`config.mk`:
```
export PLATFORM = sky130hd
export DESIGN_NAME = line_rasterizer_top_flat
export DESIGN_NICKNAME = d
export VERILOG_FILES = /design/src/hw/rtl/lr_pkg.sv /design/src/hw/rtl/lr_ifs.sv /design/src/hw/rtl/line_rasterizer_top.sv /design/src/hw/rtl/lr_setup.sv /design/src/hw/rtl/lr_stepper.sv /design/src/flat_wrapper.sv
export VERILOG_INCLUDE_DIRS = /design/src /design/src/hw/rtl
export SDC_FILE = /design/constraint.sdc
export NUM_CORES = 1
export LEC_CHECK = 0
export ABC_AREA = 1
export BUFFER_PORTS_ARGS = -buffer_cell sky130_fd_sc_hd__buf_2
export CORE_ASPECT_RATIO = 1.5
export CORE_MARGIN = 5
export CORE_UTILIZATION = 47
export DETAILED_ROUTE_END_ITERATION = 10
export PLACE_DENSITY = 0.69
export SLEW_MARGIN = 20
export SYNTH_ARGS = -nofsm -noshare
export SYNTH_HDL_FRONTEND = slang
export SYNTH_SLANG_ARGS = --single-unit
```
`constraint.sdc`:
```
create_clock -name clk -period 17.1 [get_ports clk]
set_clock_uncertainty 0.2 [all_clocks]
set_input_delay 2.565 -clock clk [delete_from_list [all_inputs] [get_ports clk]]
set_output_delay 2.565 -clock clk [all_outputs]
set_load 0.02 [all_outputs]
```
`src/hw/rtl/assert_macros.svh`:
```
// ---------------------------------------------------------------------------
// Assertion macros
// Shared concurrent assertion helpers, clocked on clk and disabled in rst.
// ---------------------------------------------------------------------------
`ifndef ASSERT_MACROS_SVH
`define ASSERT_MACROS_SVH

// Immediate-cycle implication.
`define ASSERT_SAME(label, ante, cons, msg) \
  label: assert property (@(posedge clk) disable iff (rst) (ante) |-> (cons)) \
    else $error(msg);

// Next-cycle implication.
`define ASSERT_NEXT(label, ante, cons, msg) \
  label: assert property (@(posedge clk) disable iff (rst) (ante) |=> (cons)) \
    else $error(msg);

`endif

```
`src/hw/rtl/lr_pkg.sv`:
```
// ---------------------------------------------------------------------------
// lr_pkg
// Shared constants and types of the line rasterizer.
// ---------------------------------------------------------------------------
package lr_pkg;

  localparam int unsigned COORD_BITS_DEF = 16;
  localparam int unsigned COLOR_BITS     = 8;
  localparam int unsigned KIND_BITS      = 2;

  typedef enum logic {
    OP_START = 1'b0,
    OP_STEP  = 1'b1
  } op_t;

  // Line orientation decided at start.
  typedef struct packed {
    logic steep;
    logic major_neg;
    logic minor_neg;
    logic nonzero;
  } lr_flags_t;

endpackage

```
`src/hw/rtl/lr_ifs.sv`:
```
// ---------------------------------------------------------------------------
// Line rasterizer channels
// Valid/ready channels for command transactions and pixel transactions.
// ---------------------------------------------------------------------------
interface lr_item_if #(
  parameter int unsigned COORD_BITS = lr_pkg::COORD_BITS_DEF
);
  logic                                 valid;
  logic                                 ready;
  logic                                 op;
  logic signed [COORD_BITS-1:0]         start_x;
  logic signed [COORD_BITS-1:0]         start_y;
  logic signed [COORD_BITS-1:0]         end_x;
  logic signed [COORD_BITS-1:0]         end_y;
  logic [lr_pkg::COLOR_BITS-1:0]        color_index;
  logic [lr_pkg::KIND_BITS-1:0]         coord_kind;

  modport source (output valid, op, start_x, start_y, end_x, end_y, color_index, coord_kind,
                  input ready);
  modport sink   (input valid, op, start_x, start_y, end_x, end_y, color_index, coord_kind,
                  output ready);
endinterface

interface lr_pixel_if #(
  parameter int unsigned COORD_BITS = lr_pkg::COORD_BITS_DEF
);
  logic                                 valid;
  logic                                 ready;
  logic signed [COORD_BITS-1:0]         pixel_x;
  logic signed [COORD_BITS-1:0]         pixel_y;
  logic [lr_pkg::COLOR_BITS-1:0]        pixel_color;
  logic [lr_pkg::KIND_BITS-1:0]         pixel_kind;
  logic                                 last_pixel;

  modport source (output valid, pixel_x, pixel_y, pixel_color, pixel_kind, last_pixel,
                  input ready);
  modport sink   (input valid, pixel_x, pixel_y, pixel_color, pixel_kind, last_pixel,
                  output ready);
endinterface

```
`src/hw/rtl/line_rasterizer_top.sv`:
```
// ---------------------------------------------------------------------------
// line_rasterizer_top
// Bresenham line rasterizer: start transactions load a line, step
// transactions emit one pixel each while a line is active.
// ---------------------------------------------------------------------------
// Path: a step transaction passes the command register, then the pixel register,
//   before its pixel shows; a blocked pixel can hold it in between.
// Throughput: one transaction per cycle while no held pixel is blocked by the
//   receiver; the step update of the error term and major coordinate sets this rate.
// Reset: synchronous rst clears the command valid flag, line state and pixel
//   valid; no line is active after reset.
`include "assert_macros.svh"

module line_rasterizer_top #(
  parameter int unsigned COORD_BITS = lr_pkg::COORD_BITS_DEF
) (
  input  logic        clk,
  input  logic        rst,
  lr_item_if.sink     item,
  lr_pixel_if.source  pixel
);

  logic                           cmd_valid;
  logic                           cmd_op;
  logic signed [COORD_BITS-1:0]   cmd_start_x;
  logic signed [COORD_BITS-1:0]   cmd_start_y;
  logic signed [COORD_BITS-1:0]   cmd_end_x;
  logic signed [COORD_BITS-1:0]   cmd_end_y;
  logic [lr_pkg::COLOR_BITS-1:0]  cmd_color;
  logic [lr_pkg::KIND_BITS-1:0]   cmd_kind;

  lr_pkg::lr_flags_t              flags;
  logic [COORD_BITS-1:0]          major_start;
  logic [COORD_BITS-1:0]          minor_start;
  logic [COORD_BITS-1:0]          major_end;
  logic signed [COORD_BITS+1:0]   err_init;
  logic [COORD_BITS:0]            inc_no_step;
  logic signed [COORD_BITS+1:0]   inc_with_step;
  logic                           take;
  logic                           produce;

  assign item.ready = !cmd_valid || take;

  always_ff @(posedge clk) begin
    if (rst) begin
      cmd_valid <= 1'b0;
    end else if (item.valid && item.ready) begin
      cmd_valid <= 1'b1;
    end else if (take) begin
      cmd_valid <= 1'b0;
    end
  end

  always_ff @(posedge clk) begin
    if (item.valid && item.ready) begin
      cmd_op      <= item.op;
      cmd_start_x <= item.start_x;
      cmd_start_y <= item.start_y;
      cmd_end_x   <= item.end_x;
      cmd_end_y   <= item.end_y;
      cmd_color   <= item.color_index;
      cmd_kind    <= item.coord_kind;
    end
  end

  lr_setup #(
    .COORD_BITS (COORD_BITS)
  ) u_setup (
    .start_x       (cmd_start_x),
    .start_y       (cmd_start_y),
    .end_x         (cmd_end_x),
    .end_y         (cmd_end_y),
    .flags         (flags),
    .major_start   (major_start),
    .minor_start   (minor_start),
    .major_end     (major_end),
    .err_init      (err_init),
    .inc_no_step   (inc_no_step),
    .inc_with_step (inc_with_step)
  );

  lr_stepper #(
    .COORD_BITS (COORD_BITS)
  ) u_stepper (
    .clk              (clk),
    .rst              (rst),
    .cmd_valid        (cmd_valid),
    .cmd_op           (cmd_op),
    .flags            (flags),
    .major_start      (major_start),
    .minor_start      (minor_start),
    .major_end_in     (major_end),
    .err_init         (err_init),
    .inc_no_step_in   (inc_no_step),
    .inc_with_step_in (inc_with_step),
    .color_in         (cmd_color),
    .kind_in          (cmd_kind),
    .take             (take),
    .produce          (produce),
    .pixel            (pixel)
  );

  `ASSERT_SAME(a_stall_cause, !item.ready, cmd_valid && pixel.valid && !pixel.ready,
    "input stalled without a blocked pixel")
  `ASSERT_NEXT(a_no_pixel, take && !produce,
    pixel.valid == $past(pixel.valid && !pixel.ready), "pixel from a non-producing command")
  `ASSERT_NEXT(a_pixel_loaded, take && produce, pixel.valid,
    "producing step left no pixel")

endmodule

```
`src/hw/rtl/lr_setup.sv`:
```
// ---------------------------------------------------------------------------
// lr_setup
// Start decode: pick the major axis, step signs, error term and increments.
// ---------------------------------------------------------------------------
module lr_setup #(
  parameter int unsigned COORD_BITS = lr_pkg::COORD_BITS_DEF
) (
  input  logic signed [COORD_BITS-1:0] start_x,
  input  logic signed [COORD_BITS-1:0] start_y,
  input  logic signed [COORD_BITS-1:0] end_x,
  input  logic signed [COORD_BITS-1:0] end_y,
  output lr_pkg::lr_flags_t            flags,
  output logic [COORD_BITS-1:0]        major_start,
  output logic [COORD_BITS-1:0]        minor_start,
  output logic [COORD_BITS-1:0]        major_end,
  output logic signed [COORD_BITS+1:0] err_init,
  output logic [COORD_BITS:0]          inc_no_step,
  output logic signed [COORD_BITS+1:0] inc_with_step
);

  logic signed [COORD_BITS:0] dx;
  logic signed [COORD_BITS:0] dy;
  logic [COORD_BITS:0]        adx_w;
  logic [COORD_BITS:0]        ady_w;
  logic [COORD_BITS-1:0]      adx;
  logic [COORD_BITS-1:0]      ady;
  logic [COORD_BITS-1:0]      dmaj;
  logic [COORD_BITS-1:0]      dmin;
  logic                       steep;

  always_comb begin
    dx    = {end_x[COORD_BITS-1], end_x} - {start_x[COORD_BITS-1], start_x};
    dy    = {end_y[COORD_BITS-1], end_y} - {start_y[COORD_BITS-1], start_y};
    adx_w = dx[COORD_BITS] ? -dx : dx;
    ady_w = dy[COORD_BITS] ? -dy : dy;
    adx   = adx_w[COORD_BITS-1:0];
    ady   = ady_w[COORD_BITS-1:0];
    steep = ady >= adx;

    if (steep) begin
      dmaj        = ady;
      dmin        = adx;
      major_start = start_y;
      minor_start = start_x;
      major_end   = end_y;
    end else begin
      dmaj        = adx;
      dmin        = ady;
      major_start = start_x;
      minor_start = start_y;
      major_end   = end_x;
    end

    flags.steep     = steep;
    flags.major_neg = steep ? dy[COORD_BITS] : dx[COORD_BITS];
    flags.minor_neg = steep ? dx[COORD_BITS] : dy[COORD_BITS];
    flags.nonzero   = dmaj != '0;

    inc_no_step   = {dmin, 1'b0};
    inc_with_step = $signed({1'b0, dmin, 1'b0}) - $signed({1'b0, dmaj, 1'b0});
    err_init      = $signed({1'b0, dmin, 1'b0}) - $signed({2'b00, dmaj});
  end

endmodule

```
`src/hw/rtl/lr_stepper.sv`:
```
// ---------------------------------------------------------------------------
// lr_stepper
// Line state, one Bresenham step per step transaction, and the pixel register.
// ---------------------------------------------------------------------------
module lr_stepper #(
  parameter int unsigned COORD_BITS = lr_pkg::COORD_BITS_DEF
) (
  input  logic                            clk,
  input  logic                            rst,
  input  logic                            cmd_valid,
  input  logic                            cmd_op,
  input  lr_pkg::lr_flags_t               flags,
  input  logic [COORD_BITS-1:0]           major_start,
  input  logic [COORD_BITS-1:0]           minor_start,
  input  logic [COORD_BITS-1:0]           major_end_in,
  input  logic signed [COORD_BITS+1:0]    err_init,
  input  logic [COORD_BITS:0]             inc_no_step_in,
  input  logic signed [COORD_BITS+1:0]    inc_with_step_in,
  input  logic [lr_pkg::COLOR_BITS-1:0]   color_in,
  input  logic [lr_pkg::KIND_BITS-1:0]    kind_in,
  output logic                            take,
  output logic                            produce,
  lr_pixel_if.source                      pixel
);

  logic                           active;
  logic                           steep_flag;
  logic                           major_dir_neg;
  logic                           minor_dir_neg;
  logic [COORD_BITS-1:0]          major_pos;
  logic [COORD_BITS-1:0]          minor_pos;
  logic [COORD_BITS-1:0]          major_end;
  logic signed [COORD_BITS+1:0]   error_term;
  logic [COORD_BITS:0]            inc_no_step;
  logic signed [COORD_BITS+1:0]   inc_with_step;
  logic [lr_pkg::COLOR_BITS-1:0]  line_color;
  logic [lr_pkg::KIND_BITS-1:0]   line_kind;

  logic                           pix_valid;
  logic                           major_pos_next_last;
  logic [COORD_BITS-1:0]          major_pos_next;
  logic [COORD_BITS-1:0]          minor_pos_next;
  logic signed [COORD_BITS+1:0]   error_term_next;
  logic                           is_start;

  always_comb begin
    is_start = cmd_op == lr_pkg::OP_START;
    produce  = !is_start && active;
    take     = cmd_valid && (!produce || !pix_valid || pixel.ready);

    major_pos_next = major_dir_neg ? major_pos - COORD_BITS'(1) : major_pos + COORD_BITS'(1);
    if (error_term > 0) begin
      error_term_next = error_term + inc_with_step;
      minor_pos_next  = minor_dir_neg ? minor_pos - COORD_BITS'(1)
                                      : minor_pos + COORD_BITS'(1);
    end else begin
      error_term_next = error_term + $signed({1'b0, inc_no_step});
      minor_pos_next  = minor_pos;
    end
    major_pos_next_last = major_pos_next == major_end;
  end

  always_ff @(posedge clk) begin
    if (rst) begin
      active        <= 1'b0;
      steep_flag    <= 1'b0;
      major_dir_neg <= 1'b0;
      minor_dir_neg <= 1'b0;
      major_pos     <= '0;
      minor_pos     <= '0;
      major_end     <= '0;
      error_term    <= '0;
      inc_no_step   <= '0;
      inc_with_step <= '0;
      line_color    <= '0;
      line_kind     <= '0;
    end else if (take) begin
      if (is_start) begin
        active        <= flags.nonzero;
        steep_flag    <= flags.steep;
        major_dir_neg <= flags.major_neg;
        minor_dir_neg <= flags.minor_neg;
        major_pos     <= major_start;
        minor_pos     <= minor_start;
        major_end     <= major_end_in;
        error_term    <= err_init;
        inc_no_step   <= inc_no_step_in;
        inc_with_step <= inc_with_step_in;
        line_color    <= color_in;
        line_kind     <= kind_in;
      end else if (active) begin
        major_pos  <= major_pos_next;
        minor_pos  <= minor_pos_next;
        error_term <= error_term_next;
        if (major_pos_next_last) begin
          active <= 1'b0;
        end
      end
    end
  end

  // Pixel register
  always_ff @(posedge clk) begin
    if (rst) begin
      pix_valid <= 1'b0;
    end else if (take && produce) begin
      pix_valid <= 1'b1;
    end else if (pixel.ready) begin
      pix_valid <= 1'b0;
    end
  end

  always_ff @(posedge clk) begin
    if (take && produce) begin
      pixel.pixel_x     <= steep_flag ? minor_pos : major_pos;
      pixel.pixel_y     <= steep_flag ? major_pos : minor_pos;
      pixel.pixel_color <= line_color;
      pixel.pixel_kind  <= line_kind;
      pixel.last_pixel  <= major_pos_next_last;
    end
  end

  assign pixel.valid = pix_valid;

endmodule

```
`src/flat_wrapper.sv`:
```
// flat-port wrapper written by rule: the top's interface ports become plain ports
module line_rasterizer_top_flat 
#(
  parameter int unsigned COORD_BITS = lr_pkg::COORD_BITS_DEF
)
  (clk, rst, item_valid, item_op, item_start_x, item_start_y, item_end_x, item_end_y, item_color_index, item_coord_kind, item_ready, pixel_valid, pixel_pixel_x, pixel_pixel_y, pixel_pixel_color, pixel_pixel_kind, pixel_last_pixel, pixel_ready);
  lr_item_if #(.COORD_BITS(COORD_BITS)) item_i ();
  lr_pixel_if #(.COORD_BITS(COORD_BITS)) pixel_i ();
  input  logic clk;
  input  logic rst;
  input wire logic [$bits(item_i.valid)-1:0] item_valid;
  input wire logic [$bits(item_i.op)-1:0] item_op;
  input wire logic [$bits(item_i.start_x)-1:0] item_start_x;
  input wire logic [$bits(item_i.start_y)-1:0] item_start_y;
  input wire logic [$bits(item_i.end_x)-1:0] item_end_x;
  input wire logic [$bits(item_i.end_y)-1:0] item_end_y;
  input wire logic [$bits(item_i.color_index)-1:0] item_color_index;
  input wire logic [$bits(item_i.coord_kind)-1:0] item_coord_kind;
  output wire logic [$bits(item_i.ready)-1:0] item_ready;
  output wire logic [$bits(pixel_i.valid)-1:0] pixel_valid;
  output wire logic [$bits(pixel_i.pixel_x)-1:0] pixel_pixel_x;
  output wire logic [$bits(pixel_i.pixel_y)-1:0] pixel_pixel_y;
  output wire logic [$bits(pixel_i.pixel_color)-1:0] pixel_pixel_color;
  output wire logic [$bits(pixel_i.pixel_kind)-1:0] pixel_pixel_kind;
  output wire logic [$bits(pixel_i.last_pixel)-1:0] pixel_last_pixel;
  input wire logic [$bits(pixel_i.ready)-1:0] pixel_ready;
  assign item_i.valid = item_valid;
  assign item_i.op = item_op;
  assign item_i.start_x = item_start_x;
  assign item_i.start_y = item_start_y;
  assign item_i.end_x = item_end_x;
  assign item_i.end_y = item_end_y;
  assign item_i.color_index = item_color_index;
  assign item_i.coord_kind = item_coord_kind;
  assign item_ready = item_i.ready;
  assign pixel_valid = pixel_i.valid;
  assign pixel_pixel_x = pixel_i.pixel_x;
  assign pixel_pixel_y = pixel_i.pixel_y;
  assign pixel_pixel_color = pixel_i.pixel_color;
  assign pixel_pixel_kind = pixel_i.pixel_kind;
  assign pixel_last_pixel = pixel_i.last_pixel;
  assign pixel_i.ready = pixel_ready;
  line_rasterizer_top #(.COORD_BITS(COORD_BITS)) u_core (.clk(clk), .rst(rst), .item(item_i), .pixel(pixel_i));
endmodule
```
# After elaboration in Yosys (flattened, before gate mapping)

Index checks and enable logic that the tools add are counted.

Add/sub/neg operators: 12
Eq/ne operators: 3
Bitwise gates (word level): 1
Reduce and logical (&&, ||, !) cells: 16
$lt $le $gt $ge: 2
Muxes and demuxes: 28

Operators with widths:

| kind                                                            | number |
|---|---|
| 2-to-1 mux 16 bit                                               | 16 |
| 2-to-1 mux 18 bit                                               | 3 |
| adder 18 bit                                                    | 2 |
| subtractor 16 x 16 -> 17 bit                                    | 2 |
| adder 16 x 1 -> 16 bit (second input constant)                  | 2 |
| negation 16 bit                                                 | 2 |
| subtractor 16 x 1 -> 16 bit (second input constant)             | 2 |
| greater-than comparator 18 x 1 -> 1 bit (second input constant) | 1 |
| subtractor 17 x 16 -> 18 bit                                    | 1 |
| subtractor 17 x 17 -> 18 bit                                    | 1 |
| equality test 16 bit                                            | 1 |
| greater-or-equal comparator 16 bit                              | 1 |
| nonzero test 16 bit                                             | 1 |
| 2-to-1 mux 1 bit                                                | 9 |
| logical AND 1 bit                                               | 4 |
| != test 2 bit (second input constant)                           | 2 |
| AND reduction 2 bit                                             | 2 |
| nonzero test 2 bit                                              | 2 |
| logical NOT 1 bit                                               | 3 |
| logical OR 1 bit                                                | 3 |
| AND reduction 3 bit                                             | 1 |
| NOT 1 bit                                                       | 1 |

Logic and storage cells: 88
Register bits after elaboration: 234
Output and inout bits: 45
Input port bits: 79

# Depth between registers and ports, before layout

Word-level depth: 8
Mapped depth: 43
Depth with buffers taken out: 42

# Modules after synthesis

A second synthesis with hierarchy kept.

Cell total of the unflattened synthesis: 2,533
Area total of the unflattened synthesis: 17,551.8 µm²

Modules (own cells, without submodules):

| module              | area each (µm²) | instances | seq. area each (µm²) | cells an instance |
|---|---|---|---|---|
| lr_stepper          | 9,158.8         | 1         | 3,613.5              | 1,245 |
| lr_setup            | 6,093.3         | 1         | 0.0                  | 1,207 |
| line_rasterizer_top | 2,299.7         | 1         | 2,272.2              | 81 |

# Worst setup path before layout

OpenSTA, ideal clock, no wires.

Path type: reg-to-reg
From: reg u_core.cmd_start_x[0]
To: reg u_core.u_stepper.error_term[6]
Data required time: 16.783 ns
Setup slack: 11.381 ns
Library setup time: 0.117 ns
Cell stages (with the launch flop): 42
Path buffers: 2
Arrival time: 5.402 ns
Period minus slack after synthesis: 5.719 ns
Cells stage by stage: edfxtp_1 ha_1 fa_1 inv_1 nand3_1 nand2_2 nand2_1 nand2_1 nand3_1 nand2_1 nand2_1 nand2_1 buf_2 inv_1 nor2_1 xor2_1 ha_1 a21o_1 (+6 left out) nand2_4 inv_4 buf_6 nand2_1 o21ai_2 inv_1 fa_1 or2_2 nand2_1 nand2_1 nand2_1 nand2_1 nand2_1 a21oi_1 o21ai_0 o21ai_0 nor2_1 nor2_1

Cells in the longest elaborated chain, start to end: 7
Elaborated cells on any way between the ends: 8
Classes of those cells: 3 x add/sub; 1 x order compare; 4 x mux

RTL lines:

| item                               | RTL line                  | text |
|---|---|---|
| start, declared                    | line_rasterizer_top.sv:25 | `logic signed [COORD_BITS-1:0] cmd_start_x;` |
| start signal, assigned             | line_rasterizer_top.sv:57 | `cmd_start_x <= item.start_x;` |
| subtractor 16 x 16 -> 17 bit *     | lr_setup.sv:32            | `dx = {end_x[COORD_BITS-1], end_x} - {start_x[COORD_BITS-1], start_x};` |
| negation 16 bit                    | lr_setup.sv:34            | `adx_w = dx[COORD_BITS] ? -dx : dx;` |
| 2-to-1 mux 16 bit *                | lr_setup.sv:34            |  |
| greater-or-equal comparator 16 bit | lr_setup.sv:38            | `steep = ady >= adx;` |
| 2-to-1 mux 16 bit                  | lr_setup.sv:40            | `if (steep) begin` |
| subtractor 17 x 16 -> 18 bit *     | lr_setup.sv:61            | `err_init = $signed({1'b0, dmin, 1'b0}) - $signed({2'b00, dmaj});` |
| 2-to-1 mux 18 bit *                | lr_stepper.sv:78          | `if (is_start) begin` |
| end signal, assigned               | lr_stepper.sv:86          | `error_term <= err_init;` |
| end signal, assigned               | lr_stepper.sv:94          | `error_term <= error_term_next;` |
| end, declared                      | lr_stepper.sv:33          | `logic signed [COORD_BITS+1:0] error_term;` |

Every way passes the cells marked *; elsewhere a longest branch is shown, timed or not.
A chain may end at the register's enable or synchronous reset.

# Worst setup path after layout

Ends and elaborated chain as after synthesis.

==> results.yml <==
clock_network:
  cts_tree: "built"
  cts_buffers: 25
  cts_setup_buffers: 0
  cts_root_buffer: "clkbuf_16"
  cts_num_sinks: 233
  insertion_delay_ns: 0.56
  clk_path_buf_depth: 3
  ctsHoldBuffers: 0
  cts.clk_slew.worst_paths_ns: 0.06
  cts-resized-gates: 0
  h-tree-depth: 1
timing:
  finalCritPeriodShare_pct: 43.5
  hold_violations: 0
  fin_crit_ns: 7.43
  slew_violations: 0
  tightest_slew_ns: 0.956
  rsz0062_at_grt: "false"
  slew-limit-headroom_pct: 36.3
  fmax_ghz: 0.135
  setup_viol: 0
  tns_ns: 0
  final.setup.worst_slack_ns: 9.67
worst_setup_path:
  worst_r2r_path_depth: 39
  crit_arrival_ns: 7.68
  worst_ep_required_time_ns: 17.35
  critical_path_buf_inv_count: 4
  r2r-end: "u_core.u_stepper.error_term[6]$_SDFFE_PP0P_"
  timing.rr.start: "u_core.cmd_start_x[0]$_DFFE_PP_"
  cp-start-kind: "flip-flop"
  cp_slowest_cell: "inv_4"
  rrSetupSlack_ns: 9.67
  cp_top_family: "simple AND/OR/NAND/NOR gates"
  slowest_delay_ns: 0.48
  cp_common_cell: "nand2_1"
  path_class: "flip-flop to flip-flop"
  cp_max_fo: 41
  cp-end-kind: "flip-flop"
global_route:
  grt_pass1_wl_mm: 74.4
  antenna_found_initial: 2
  grt_pass1_vias: 14334
  grt-ovfl-total: 0
  grt_usage_pct: 23.9
  grt_max_degree: 93
power_and_ir_drop:
  ir_drop_mv: 0.156
  swShare_pct: 53.6
  clock_power_share_pct: 15.8
  p_int_uw: 1650
  power_density_nw_per_um2: 194
  seqPwrFrac_pct: 18.7
  p_comb_share_pct: 65.5
  p_leak_uw: 0.00882
  p_switching_uw: 1900
layout:
  fin_nets: 2602
  stdcell_area_um2: 18300
  syn2layout_area_growth_pct: 11.1
  drive_gt1_share_pct: 10.2
drt:
  wl_met3_mm: 2.68
  routedWlPerCell_um: 16.4
  drtPass1Iterations: 6
  via_count: 15338
  ant_nets: 0
  wl_mm: 47.8
  via_per_inst: 5.27
  wl_met2_mm: 23.2
  drt_iter0_drc: 1035
  highest_layer: "met4"
  drc_errors: 0
  wl_met1_mm: 19.9
synth:
  netlist_area_um2: 16400
  ys.flop_type: "edfxtp_1"
  synth_cell_types: 48
  synthAdderAreaFrac_pct: 8.57
  synth_cells: 2328
  synth_commonest_cells: "584 x nand2_1, 338 x inv_1, 215 x o21ai_0"
  async_flop_share_pct: 0
  synth_area_per_cell_um2: 7.07
  yosys_warnings: 0
  synthSimpleGateAreaFrac_pct: 24.8
  netlist_top_cells_area: "edfxtp_1 22%, dfxtp_1 14%, nand2_1 13%"
  synth_top_family_by_area: "simple AND/OR/NAND/NOR gates"
  synth_area_leader_cell: "edfxtp_1"
  yosysSeqAreaShare_pct: 35.5
  synthMuxAreaShare_pct: 0
  synth-xor-area-share_pct: 4.04
  mappedNetlistNets: 2516
  synth-edff-count: 118
  ys_ff_latch: 233
  yosysMostFrequentCell: "nand2_1"
  synth_top_area_share_pct: 21.5
  synth_compound_area_share_pct: 16.9
floorplan:
  core-area_um2: 34800
  design.portCount: 124
  dieArea_um2: 38900
  die_y_um: 239
  initial_core_util_pct: 47.3
  die_w_um: 163
  num_rows: 84
job:
  drv_cap: 0
worst_hold_path:
  min_path_cells: 0
  hp-class: "flip-flop to flip-flop"
  min-delay-start: "u_core.u_stepper.line_color[7]$_SDFFE_PP0P_"
  hold_end: "u_core.u_stepper.pixel.pixel_color[7]$_DFFE_PP_"
place:
  portBuffers: 123
  place_area_um2: 17400
  dp_hpwl_mm: 36.7
  dp_worst_setup_slack_ns: 9.76
  place.gp.congestion: 0.928
run_status:
  outcome: "finished, final reports clean"
## per-layer routing
layer,up-vias,track usage [%]
met1,6995,29.9
met5,-,0
met3,101,2.29
met4,0,9.72
li1,7821,-
met2,421,42.1
## worst reg2reg max path: cells and delay by family (launching register included)
kind                       cells  cell delay [ns]
and+or+nand+nor               22             2.93
adders and majority gates      4             1.44
AOI/OAI and AO/OA              8             1.17
buffers and inverters          4             0.90
DFF                            1             0.40
xor gates and xnor gates       1             0.26
## worst max path at each step
stage | from | to | slack [ns] | depth (start not counted)
after floorplan | u_core.cmd_start_x[0]$_DFFE_PP_ | u_core.u_stepper.error_term[6]$_SDFFE_PP0P_ | 11.38 | 41
after global placement | u_core.cmd_start_x[0]$_DFFE_PP_ | u_core.u_stepper.error_term[6]$_SDFFE_PP0P_ | 9.99 | 39
after detailed placement | u_core.cmd_start_x[0]$_DFFE_PP_ | u_core.u_stepper.error_term[6]$_SDFFE_PP0P_ | 9.76 | 39
after CTS | u_core.cmd_start_x[0]$_DFFE_PP_ | u_core.u_stepper.error_term[6]$_SDFFE_PP0P_ | 9.73 | 39
after global routing | u_core.cmd_start_x[0]$_DFFE_PP_ | u_core.u_stepper.error_term[6]$_SDFFE_PP0P_ | 8.87 | 39
final | u_core.cmd_start_x[0]$_DFFE_PP_ | u_core.u_stepper.error_term[6]$_SDFFE_PP0P_ | 9.67 | 39
## kinds of logic after synthesis
group,after synthesis
AOI/OAI and AO/OA,515
buffers and inverters,428
DFF,233
adders and majority gates,109
and+or+nand+nor,968
xor gates and xnor gates,75
## stage by stage
stage | power [uW] | hold slack, ns | std cells | util (%)
6_report | 3550 | 0.227 | 2908 | 52.5
5_1_grt | 3870 | 0.232 | 2908 | 52.5
4_1_cts | 3540 | 0.224 | 2906 | 52.5
3_5_place_dp | 2970 | 0.209 | 2860 | 50.1
3_3_place_gp | 2950 | 0.208 | 2860 | 50.1
2_1_floorplan | 2400 | 0.203 | 2328 | -
## registers in the layout, summed over array words and instances (netlist names), 2 cells and up
| register | cells |
|---|---|
| u_core.u_stepper.pixel.pixel_y | 16 |
| u_core.cmd_kind | 2 |
| u_core.u_stepper.pixel.pixel_kind | 2 |
| u_core.u_stepper.line_color | 8 |
| u_core.cmd_end_x | 16 |
| u_core.u_stepper.pixel.pixel_color | 8 |
| u_core.u_stepper.major_pos | 16 |
| u_core.cmd_color | 8 |
| u_core.u_stepper.minor_pos | 16 |
| u_core.u_stepper.line_kind | 2 |
| u_core.cmd_start_y | 16 |
| u_core.cmd_end_y | 16 |
| u_core.u_stepper.pixel.pixel_x | 16 |
| u_core.cmd_start_x | 16 |
| u_core.u_stepper.inc_with_step | 17 |
| u_core.u_stepper.major_end | 16 |
| u_core.u_stepper.error_term | 18 |
| u_core.u_stepper.inc_no_step | 16 |
## power by group through the flow
stage                     Combinational, uW  Clock [uW]  Sequential (uW)
after detailed placement               2290           0              676
after floorplan                        1730           0              666
after CTS                              2310         573              664
final                                  2330         560              665
after global routing                   2610         594              669
after global placement                 2270           0              674
## cells in the final DEF (no fill, tap or decap), types with 5 or more instances in the layout
cell / instances
inv_1: 336
edfxtp_1: 118
nand3b_1: 9
clkbuf_16: 25
nor4_1: 5
a31oi_1: 20
inv_2: 12
nand2_1: 584
nand3_1: 126
o21ai_0: 215
nand2_2: 28
o21ai_2: 6
nand4_1: 20
clkinv_2: 6
a21oi_1: 190
buf_4: 14
o21bai_1: 15
o211ai_1: 16
nor3_1: 16
xor2_1: 55
xnor2_1: 19
nor2_1: 156
nand3_2: 6
buf_2: 123
fa_1: 6
dfxtp_1: 115
clkinvlp_4: 6
ha_1: 103
o21ai_1: 25
a21o_1: 10
## final cells by class
cell class                      instances  area (um2)
Fill cell                            3390       16500
Multi-Input combinational cell       1667        8950
Sequential cell                       233        5850
Inverter                              350        1320
Timing Repair Buffer                  137         721
Clock buffer                           26         629
Tap cell                              473         592
Clock inverter                         20         218
Antenna cell                            2        5.00
Note: power is estimated with default switching activity, not from simulation.
